## config.mk

```make
export PLATFORM = sky130hd
export DESIGN_NAME = fixed_frame_byte_deframer
export DESIGN_NICKNAME = d
export VERILOG_FILES = /design/src/rtl/core/fdf_pkg.sv /design/src/rtl/core/fdf_ram.sv /design/src/rtl/core/fdf_ctrl.sv /design/src/rtl/core/fdf_dpath.sv /design/src/rtl/core/fixed_frame_byte_deframer.sv
export SDC_FILE = /design/constraint.sdc
export NUM_CORES = 1
export LEC_CHECK = 0
export ABC_AREA = 1
export BUFFER_PORTS_ARGS = -buffer_cell sky130_fd_sc_hd__buf_2
export CAP_MARGIN = 20
export CORE_AREA = 4 4 441 225
export DETAILED_ROUTE_END_ITERATION = 8
export DIE_AREA = 0 0 445 229
export PLACE_DENSITY_LB_ADDON = 0.1
export SYNTH_ARGS = -nofsm -noshare
export SYNTH_HDL_FRONTEND = slang
export SYNTH_SLANG_ARGS = --single-unit
```

## constraint.sdc

```tcl
create_clock -name clk -period 4.8 [get_ports clk]
set_input_delay 0.48 -clock clk [delete_from_list [all_inputs] [get_ports clk]]
set_output_delay 0.48 -clock clk [all_outputs]
set_load 0.005 [all_outputs]
```

## src/rtl/core/fdf_pkg.sv

```systemverilog
// Shared types and constants for the fixed frame byte deframer.
// No dependencies.
package fdf_pkg;

	localparam int BYTE_W    = 8;
	localparam int WORD_W    = 32;
	localparam int IDX_W     = 4;
	localparam int FILL_W    = 6;
	localparam int CNT_W     = 32;
	localparam int CFG_IDX_W = 2;
	localparam int LANES     = WORD_W / BYTE_W;

	localparam logic [CFG_IDX_W-1:0] CFG_HEADER = 2'd0;
	localparam logic [CFG_IDX_W-1:0] CFG_TAIL   = 2'd1;

	localparam logic [BYTE_W-1:0] HEADER_RST = 8'hAA;
	localparam logic [BYTE_W-1:0] TAIL_RST   = 8'h55;

	typedef enum logic [1:0] {
		S_HUNT,
		S_COLLECT,
		S_READ,
		S_LOAD
	} state_t;

	typedef struct packed {
		logic store_first;
		logic store_byte;
		logic end_frame;
		logic rd_issue;
		logic load_out;
	} cmd_t;

	typedef struct packed {
		logic hdr_hit;
		logic frame_end;
		logic frame_ok;
		logic last_idx;
		logic out_free;
	} sts_t;

endpackage

```

## src/rtl/core/fdf_ram.sv

```systemverilog
// Generic single-write, single-read RAM with registered read data.
// No dependencies.
module fdf_ram #(
	parameter int WIDTH = 32,
	parameter int DEPTH = 12
) (
	input  logic                     clk,
	input  logic                     we,
	input  logic [$clog2(DEPTH)-1:0] waddr,
	input  logic [WIDTH-1:0]         wdata,
	input  logic                     re,
	input  logic [$clog2(DEPTH)-1:0] raddr,
	output logic [WIDTH-1:0]         rdata
);

	logic [WIDTH-1:0] mem_q [DEPTH];

	always_ff @(posedge clk) begin
		if (we) begin
			mem_q[waddr] <= wdata;
		end
		if (re) begin
			rdata <= mem_q[raddr];
		end
	end

endmodule

```

## src/rtl/core/fdf_ctrl.sv

```systemverilog
// Deframer controller: hunt, collect, and word drain sequencing.
// Depends on fdf_pkg.
module fdf_ctrl (
	input  logic         clk,
	input  logic         arst_n,
	input  logic         in_valid,
	output logic         in_ready,
	output fdf_pkg::cmd_t cmd,
	input  fdf_pkg::sts_t sts
);

	import fdf_pkg::*;

	state_t state_q, state_d;

	always_ff @(posedge clk or negedge arst_n) begin
		if (!arst_n) begin
			state_q <= S_HUNT;
		end else begin
			state_q <= state_d;
		end
	end

	always_comb begin
		state_d  = state_q;
		cmd      = '0;
		in_ready = 1'b0;
		unique case (state_q)
			S_HUNT: begin
				in_ready = 1'b1;
				if (in_valid && sts.hdr_hit) begin
					cmd.store_first = 1'b1;
					state_d         = S_COLLECT;
				end
			end
			S_COLLECT: begin
				in_ready = 1'b1;
				if (in_valid) begin
					cmd.store_byte = 1'b1;
					if (sts.frame_end) begin
						cmd.end_frame = 1'b1;
						state_d       = sts.frame_ok ? S_READ : S_HUNT;
					end
				end
			end
			S_READ: begin
				if (sts.out_free) begin
					cmd.rd_issue = 1'b1;
					state_d      = S_LOAD;
				end
			end
			S_LOAD: begin
				cmd.load_out = 1'b1;
				state_d      = sts.last_idx ? S_HUNT : S_READ;
			end
			default: state_d = S_HUNT;
		endcase
	end

endmodule

```

## src/rtl/core/fdf_dpath.sv

```systemverilog
// Deframer datapath: config registers, fill counter, word packing into the
// frame store, frame check, valid-frame count and output register.
// Depends on fdf_pkg and fdf_ram.
module fdf_dpath #(
	parameter int FRAME_BYTES = 46,
	parameter int WORD_COUNT  = 11
) (
	input  logic                             clk,
	input  logic                             arst_n,
	input  logic                             cfg_we,
	input  logic [fdf_pkg::CFG_IDX_W-1:0]    cfg_index,
	input  logic [fdf_pkg::BYTE_W-1:0]       cfg_data,
	input  logic [fdf_pkg::BYTE_W-1:0]       rx_byte,
	input  fdf_pkg::cmd_t                    cmd,
	output fdf_pkg::sts_t                    sts,
	input  logic                             out_ready,
	output logic                             out_valid,
	output logic [fdf_pkg::WORD_W-1:0]       word_value,
	output logic [fdf_pkg::IDX_W-1:0]        word_index,
	output logic                             last_word,
	output logic [fdf_pkg::CNT_W-1:0]        frame_count
);

	import fdf_pkg::*;

	// Payload bytes 1..FRAME_BYTES-1 packed four to a store word
	localparam int FRAME_WORDS = (FRAME_BYTES + 2) / 4;
	localparam int AW          = $clog2(FRAME_WORDS);

	logic [BYTE_W-1:0]           header_q, tail_q, byte0_q;
	logic [FILL_W-1:0]           fill_q;
	logic [2:0][BYTE_W-1:0]      acc_q;
	logic [IDX_W-1:0]            idx_q;
	logic [CNT_W-1:0]            valid_frames_q;
	logic                        out_valid_q;
	logic [WORD_W-1:0]           word_q;
	logic [IDX_W-1:0]            index_q;
	logic                        last_q;
	logic [CNT_W-1:0]            count_q;

	logic [FILL_W-1:0]           pos_m1;
	logic [1:0]                  lane;
	logic [LANES-1:0][BYTE_W-1:0] wdata;
	logic                        wr_en;
	logic [AW-1:0]               waddr;
	logic [WORD_W-1:0]           rdata;
	logic                        idx_in_range;

	always_ff @(posedge clk or negedge arst_n) begin
		if (!arst_n) begin
			header_q <= HEADER_RST;
			tail_q   <= TAIL_RST;
		end else if (cfg_we) begin
			if (cfg_index == CFG_HEADER) begin
				header_q <= cfg_data;
			end else if (cfg_index == CFG_TAIL) begin
				tail_q <= cfg_data;
			end
		end
	end

	assign pos_m1 = fill_q - FILL_W'(1);
	assign lane   = pos_m1[1:0];
	assign waddr  = pos_m1[AW+1:2];
	assign wr_en  = cmd.store_byte && (lane == 2'd3 || sts.frame_end);

	always_comb begin
		for (int j = 0; j < 3; j++) begin
			if (2'(j) < lane) begin
				wdata[j] = acc_q[j];
			end else if (2'(j) == lane) begin
				wdata[j] = rx_byte;
			end else begin
				wdata[j] = '0;
			end
		end
		wdata[3] = (lane == 2'd3) ? rx_byte : '0;
	end

	assign sts.hdr_hit   = rx_byte == header_q;
	assign sts.frame_end = fill_q == FILL_W'(FRAME_BYTES - 1);
	assign sts.frame_ok  = byte0_q == header_q && rx_byte == tail_q;
	assign sts.last_idx  = idx_q == IDX_W'(WORD_COUNT - 1);
	assign sts.out_free  = !out_valid_q || out_ready;

	always_ff @(posedge clk or negedge arst_n) begin
		if (!arst_n) begin
			fill_q         <= '0;
			idx_q          <= '0;
			valid_frames_q <= '0;
		end else begin
			if (cmd.store_first) begin
				fill_q <= FILL_W'(1);
			end else if (cmd.end_frame) begin
				fill_q <= '0;
			end else if (cmd.store_byte) begin
				fill_q <= fill_q + FILL_W'(1);
			end
			if (cmd.end_frame) begin
				idx_q <= '0;
				if (sts.frame_ok) begin
					valid_frames_q <= valid_frames_q + CNT_W'(1);
				end
			end else if (cmd.load_out) begin
				idx_q <= idx_q + IDX_W'(1);
			end
		end
	end

	always_ff @(posedge clk) begin
		if (cmd.store_first) begin
			byte0_q <= rx_byte;
		end
		if (cmd.store_byte && lane != 2'd3) begin
			acc_q[lane] <= rx_byte;
		end
	end

	assign idx_in_range = {1'b0, idx_q} < (IDX_W + 1)'(FRAME_WORDS);

	fdf_ram #(
		.WIDTH(WORD_W),
		.DEPTH(FRAME_WORDS)
	) u_store (
		.clk  (clk),
		.we   (wr_en),
		.waddr(waddr),
		.wdata(wdata),
		.re   (cmd.rd_issue),
		.raddr(idx_q[AW-1:0]),
		.rdata(rdata)
	);

	// Output register; words past the stored payload read as zero
	always_ff @(posedge clk or negedge arst_n) begin
		if (!arst_n) begin
			out_valid_q <= 1'b0;
		end else if (cmd.load_out) begin
			out_valid_q <= 1'b1;
		end else if (out_ready) begin
			out_valid_q <= 1'b0;
		end
	end

	always_ff @(posedge clk) begin
		if (cmd.load_out) begin
			word_q  <= idx_in_range ? rdata : '0;
			index_q <= idx_q;
			last_q  <= sts.last_idx;
			count_q <= valid_frames_q;
		end
	end

	assign out_valid   = out_valid_q;
	assign word_value  = word_q;
	assign word_index  = index_q;
	assign last_word   = last_q;
	assign frame_count = count_q;

endmodule

```

## src/rtl/core/fixed_frame_byte_deframer.sv

```systemverilog
// Top level of the fixed frame byte deframer.
// Depends on fdf_pkg, fdf_ctrl, fdf_dpath (and fdf_ram below it).
//
// Usage:
//   Input channel in_valid/in_ready carries one rx_byte per transfer.
//   While hunting, bytes other than the header byte are dropped. A frame is
//   FRAME_BYTES bytes including the header; its last byte must equal the
//   tail byte, else the frame is discarded and hunting resumes.
//   Output channel out_valid/out_ready carries WORD_COUNT words per good
//   frame: word_value (little-endian from bytes 1+4i..4+4i), word_index,
//   last_word and frame_count (good frames so far, wrapping).
//   Config: cfg_we with cfg_index 0 (header byte) or 1 (tail byte); other
//   indexes are ignored. Write only while idle.
// Timing:
//   Bytes are taken one per cycle while collecting. After the tail byte
//   transfer, each word is read from the frame store, then loaded into the
//   output register. Input is held off during the drain.
// Reset: header 0xAA, tail 0x55, good-frame counter zero, hunting, no output.
// Stalls: a held output word pauses the drain; the word stays on the port.
module fixed_frame_byte_deframer #(
	parameter int FRAME_BYTES = 46,
	parameter int WORD_COUNT  = 11
) (
	input  logic                          clk,
	input  logic                          arst_n,
	input  logic                          cfg_we,
	input  logic [fdf_pkg::CFG_IDX_W-1:0] cfg_index,
	input  logic [fdf_pkg::BYTE_W-1:0]    cfg_data,
	input  logic                          in_valid,
	output logic                          in_ready,
	input  logic [fdf_pkg::BYTE_W-1:0]    rx_byte,
	output logic                          out_valid,
	input  logic                          out_ready,
	output logic [fdf_pkg::WORD_W-1:0]    word_value,
	output logic [fdf_pkg::IDX_W-1:0]     word_index,
	output logic                          last_word,
	output logic [fdf_pkg::CNT_W-1:0]     frame_count
);

	import fdf_pkg::*;

	cmd_t cmd;
	sts_t sts;

	fdf_ctrl u_ctrl (
		.clk     (clk),
		.arst_n  (arst_n),
		.in_valid(in_valid),
		.in_ready(in_ready),
		.cmd     (cmd),
		.sts     (sts)
	);

	fdf_dpath #(
		.FRAME_BYTES(FRAME_BYTES),
		.WORD_COUNT (WORD_COUNT)
	) u_dpath (
		.clk        (clk),
		.arst_n     (arst_n),
		.cfg_we     (cfg_we),
		.cfg_index  (cfg_index),
		.cfg_data   (cfg_data),
		.rx_byte    (rx_byte),
		.cmd        (cmd),
		.sts        (sts),
		.out_ready  (out_ready),
		.out_valid  (out_valid),
		.word_value (word_value),
		.word_index (word_index),
		.last_word  (last_word),
		.frame_count(frame_count)
	);

endmodule

```

# Word level (Yosys, flattened, before mapping)
# Memory sizes are Yosys's and may differ from the RTL's. A register that Yosys moved wholly into a read port is not among the register bits.
# Index checks and enable logic that the tools add are counted.
classes:
  muxes: 35
  add_sub_neg: 4
  n_div: 0
  n_shift: 0
  n_eq_ne: 17
  n_reduce_logical: 19
  magnitude_cmp: 6
  bitwise: 1
  n_mul: 0
op_table:
  columns: ["op", "count"]
  rows:
  - ["$mux 8", 8]
  - ["$add 32x1->32 const B", 1]
  - ["$bwmux 24", 1]
  - ["$eq 8x8->1", 3]
  - ["$mux 6", 3]
  - ["$demux 8 s2", 1]
  - ["$mux 2", 8]
  - ["$mux 1", 11]
  - ["$mux 4", 2]
  - ["$pmux 2 s4", 1]
  - ["$add 6x1->6 const B", 1]
  - ["$eq 2x2->1 const B", 3]
  - ["$eq 6x6->1 const B", 1]
  - ["$logic_not 2->1", 3]
  - ["$ne 2x2->1 const B", 3]
  - ["$sub 6x1->6 const B", 1]
  - ["$logic_and 1x1->1", 5]
  - ["$add 4x1->4 const B", 1]
  - ["$eq 2x1->1 const B", 2]
  - ["$eq 4x4->1 const B", 1]
  - ["$lt 1x2->1 const A", 2]
  - ["$lt 4x4->1 const B", 1]
  - ["$ne 2x1->1 const B", 2]
  - ["$reduce_and 2->1", 2]
  - ["other kinds (13)", 15]
word_totals:
  input_bits: 23
  latch_bits: 0
  wordCells: 98
  rom_bits: 0
  mem_count: 1
  ram_bits: 384
  out_inout_bits: 71
  register_bits: 162
mem_list:
  columns: ["name", "words", "width", "read_ports", "rd_clocked_by_memory_dff", "wr", "line", "rtl"]
  rows:
  - ["u_dpath.u_store.mem_q", 12, 32, 1, 1, 1, "fdf_ram.sv:16", "logic [WIDTH-1:0] mem_q [DEPTH];"]

# Longest topological paths before layout
depth:
  word_depth: 7
  depth_mapped: 11

# Cells and area by module
# A second synthesis with hierarchy kept.
unflattened:
  hier_cells: 2357
  hier_area_um2: 25032.8
by_module_without_submodules:
  columns: ["mod", "instances", "area_per_inst_um2", "seq_area_each_um2", "cells_per_inst"]
  rows:
  - ["fdf_ram", 1, 17055.1, 12492.0, 1480]
  - ["fdf_dpath", 1, 7816.2, 4519.3, 853]
  - ["fdf_ctrl", 1, 161.4, 50.0, 24]

# Least setup slack after synthesis
# OpenSTA, ideal clock, no wires.
synth_timing:
  path_type: "reg2reg"
  from: "register u_dpath.fill_q[1]"
  to: "memory u_dpath.u_store.mem_q[8][0], enable pin"
  stages_incl_launch_ff: 10
  n_path_buf: 1
  path_slack_ns: 1.533
  arrival_time_ns: 2.846
  t_required_ns: 4.379
  synth_period_minus_slack_ns: 3.267
  path_cell_list: "dfrtp_1 -> inv_1 -> ha_1 -> buf_2 -> nand4_1 -> nor2_4 -> inv_1 -> nand2_1 -> nand3_1 -> nor2_1"
synth_via:
  elab_chain_cells: 6
  elab_cells_between_ends: 7
synth_lines:
  columns: ["item", "line", "rtl"]
  rows:
  - ["start, declared", "fdf_dpath.sv:31", "logic [FILL_W-1:0] fill_q;"]
  - ["start signal, assigned", "fdf_dpath.sv:97", "fill_q <= fill_q + FILL_W'(1);"]
  - ["$sub 6x1->6", "fdf_dpath.sv:62", "assign pos_m1 = fill_q - FILL_W'(1);"]
  - ["$eq 2x2->1", "fdf_dpath.sv:65", "assign wr_en = cmd.store_byte && (lane == 2'd3 || sts.frame_end);"]
  - ["$logic_or 1x1->1", "fdf_dpath.sv:65", null]
  - ["$logic_and 1x1->1", "fdf_dpath.sv:65", null]
  - ["$mux 1", "fdf_ram.sv:19", "if (we) begin"]
  - ["$mux 1 (implied by the code)", "fdf_ram.sv:20", "mem_q[waddr] <= wdata;"]
  - ["end, declared", "fdf_ram.sv:16", null]
# Several ways; a longest one is shown, not always the timed one.

# Worst setup path in the final report
layout_timing:
  from: "register u_dpath.fill_q[1]"
  to: "memory u_dpath.u_store.mem_q[2][23], enable pin"
# Same word-level chain as after synthesis.

==> impl_metrics.toml <==
[synthesis]
yosysSeqAreaShare_pct = 72.1
synth.distinct_cells = 38
yosysWarnings = 0
avgSynthCellArea_um2 = 12.0
yosys-top-cells-area = "edfxtp_1 66%, dfrtp_1 5.6%, nand2_1 5.5%"
synth_fp_nets = 2002
ys_seq_elements = 578
syn_inst = 1970
netlist_area_um2 = 23700
synth_area_leader_cell = "edfxtp_1"
yosysTopAreaCellShare_pct = 65.6

[global_route]
grt_pass1_wl_um = 103000
antenna_found_initial = 4
grt_overflow = 0
grtUsageTotal_pct = 13.5
grt_pass1_vias = 14800
grt_max_degree = 79

[floorplanning]
coreArea_um2 = 95000
start_util_pct = 24.9
die_w_um = 445
die_h_um = 229
num_io_pins = 94
dieArea_um2 = 102000
rows = 80

[cts]
cts_setup_buffers = 0
cts_inserted_buffers = 56
cts.clk_slew.worst_paths_ns = 0.07
holdBufCountCts = 2
cts_tree = "done"
root_buffer = "clkbuf_16"
post_cts_resized = 0
clk_latency_ns = 0.64
htree_levels = 2
clockBufferDepth = 3
numClockSinks = 578

[sta]
skew_ns = 0.0213
hold_violations = 0
fin_setup_tns_ns = 0
tightest_slew_ns = 1.03
rsz0062_at_grt = "no"
post-route-period-util_pct = 73.2
slew_headroom_pct = 31.1
min_period_ns = 3.51
maxSlewViolCount = 0
setup_viol = 0
max_freq_mhz = 285

[critical_path]
crit_required_ns = 5.07
critPathBufInv = 3
cp.arrival_ns = 3.79
start_kind = "flop"
worstRegToRegCells = 9
timing.rr.end = "u_dpath.u_store.mem_q[2][23]$_DFFE_PP_"
cpLargestDelayFamily = "simple AND/OR/NAND/NOR gates"
crit_chain = "inv_1 -> ha_1 -> nand4_1 -> nor2_4 -> inv_1 -> nand2_1 -> nand3_1 -> nor2_4 -> buf_4"
worst-path-max-fanout = 22
r2r_start = "u_dpath.fill_q[1]$_DFFE_PN0P_"
critPathSlowestCell = "ha_1"
worstSetupEndpointType = "flop"
critPathKind = "reg2reg"
cp_slowest_stage_delay_ns = 0.58
regToRegSetupSlack_ns = 1.29

[drt]
wirelength_um = 69700
drc_errors = 0
drt_iter0_markers = 1208
drtPass1Iterations = 8
viasPerCell = 4.41
via_count = 14900
ant_nets = 0
wl_per_cell_um = 20.6

[finish]
fin_nets = 2103
final_common_cell = "edfxtp_1"
n_fill_cell = 9814
drive_gt1_share_pct = 14.4
syn2layout_area_growth_pct = 16.8
final_cell_mix = "517 x edfxtp_1, 343 x nand2_1, 244 x nor2_1"
final_cell_area_um2 = 27600

[power]
pwr_density_cell_nw_per_um2 = 556
power.static_leakage_uw = 0.00972
p_total_uw = 15400
ir_worst_vdd_mv = 0.312

[hold_path]
min_delay_path_depth = 3
min_delay_worst_endpoint = "u_dpath.header_q[3]$_DFFE_PN1P_"
min-delay-start = "cfg_data[3]"
hold_path_class = "in2reg"

[flow_run]
drv_cap = 0

[place]
io_buffers = 93
hpwl_um = 43100
place_congestion = 0.742
postPlaceCellArea_um2 = 25800

[run_status]
status = "finished clean"
## per-stage QoR
| step | setup slack (ns) | cells | utilization (%) | hold WS [ns] |
|---|---|---|---|---|
| after floorplan | 1.53 | 1970 | - | 0.184 |
| after global placement | 1.19 | 3275 | 27.0 | 0.429 |
| after detailed placement | 1.23 | 3280 | 27.1 | 0.432 |
| after CTS | 1.21 | 3384 | 29.1 | 0.0358 |
| after global routing | 0.927 | 3386 | 29.1 | 0.0636 |
| final | 1.29 | 3387 | 29.1 | 0.0885 |
## where the power goes
group / total (µW) / internal [µW] / leakage (µW) / switching [µW]
clock: 4560 / 2540 / 0.000880 / 2020
combinational: 4170 / 1020 / 0.00338 / 3150
sequential: 6630 / 6410 / 0.00546 / 217
total: 15400 / 9980 / 0.00972 / 5380
## state kept, by name, indices dropped and copies added, names as in the netlist, 6 cells and up
signal and flops:
u_dpath.acc_q 24, u_dpath.tail_q 8, u_dpath.valid_frames_q 32, u_dpath.u_store.mem_q 384, u_dpath.u_store.rdata 32, u_dpath.header_q 8, u_dpath.byte0_q 8, u_dpath.fill_q 6
u_dpath.frame_count 32, u_dpath.word_value 32
## worst register-to-register path, cell delays in order (launching register included)
cell,delay (ns)
dfrtp_1,0.44
inv_1,0.15
ha_1,0.58
nand4_1,0.28
nor2_4,0.26
inv_1,0.12
nand2_1,0.13
nand3_1,0.27
nor2_4,0.45
buf_4,0.48
## worst max path at each step
stage	from	endpoint	slack (ns)	cells after the start
detailed placement	u_dpath.fill_q[1]$_DFFE_PN0P_	u_dpath.u_store.mem_q[7][1]$_DFFE_PP_	1.23	8
global route	u_dpath.fill_q[1]$_DFFE_PN0P_	u_dpath.u_store.mem_q[6][19]$_DFFE_PP_	0.93	8
floorplan	u_dpath.fill_q[1]$_DFFE_PN0P_	u_dpath.u_store.mem_q[8][0]$_DFFE_PP_	1.53	9
CTS	u_dpath.fill_q[1]$_DFFE_PN0P_	u_dpath.u_store.mem_q[7][4]$_DFFE_PP_	1.21	8
global placement	u_dpath.fill_q[1]$_DFFE_PN0P_	u_dpath.u_store.mem_q[9][9]$_DFFE_PP_	1.19	8
finish	u_dpath.fill_q[1]$_DFFE_PN0P_	u_dpath.u_store.mem_q[2][23]$_DFFE_PP_	1.29	9
## synth_stat cells
cell and number:
clkbuf_1 51, nor2_2 5, edfxtp_1 517, xnor2_1 7
buf_6 6, o21ai_0 142, o211ai_1 1, and2_2 1
nand3_1 41, a21boi_0 1, nor2_1 256, dfrtp_1 53
nand2_1 345, o22ai_1 80, o221ai_1 17, nor3b_1 3
nor3_1 7, and3_1 1, nand4_1 4, nand3_4 1
o21ai_2 30, buf_4 7, nand3b_1 15, o21ai_1 14
a21oi_1 125, dfstp_2 8, clkbuf_2 2, or2_2 2
inv_1 136, xor2_1 20, buf_2 24, nor4_1 1
nand2_2 3, buf_1 3, ha_1 9, nor2_4 3
a21o_1 17, inv_2 12
## routing by layer
metal	global-route usage [%]	part of all wire (%)	up-vias
met4	2.79	1.7	0
met3	2.42	4.4	72
met2	19.3	41	282
met1	21.1	52	7450
met5	0	0	-
li1	-	-	7124
## area by class of cell
type	count	area [µm²]	area share [%]
clock inverters	33	335	1.21
well taps	1271	1590	5.75
multi-input cells	1151	5720	20.7
repair buffers	136	867	3.14
inverters	148	559	2.02
flip-flops and latches	578	17100	61.8
diodes	1	2.50	0.00905
clock buffers	69	1500	5.44
## cell families after synthesis
logic type	Yosys count	share of synthesized area, %
AO/OA/AOI/OAI	427	10.4
XOR/XNOR	27	0.999
adder cells (fa/ha/maj)	9	0.476
buffers and inverters	241	4.26
flip-flops	578	72.1
AND/OR/NAND/NOR	688	11.8
Note: power is estimated with default switching activity, not from simulation.
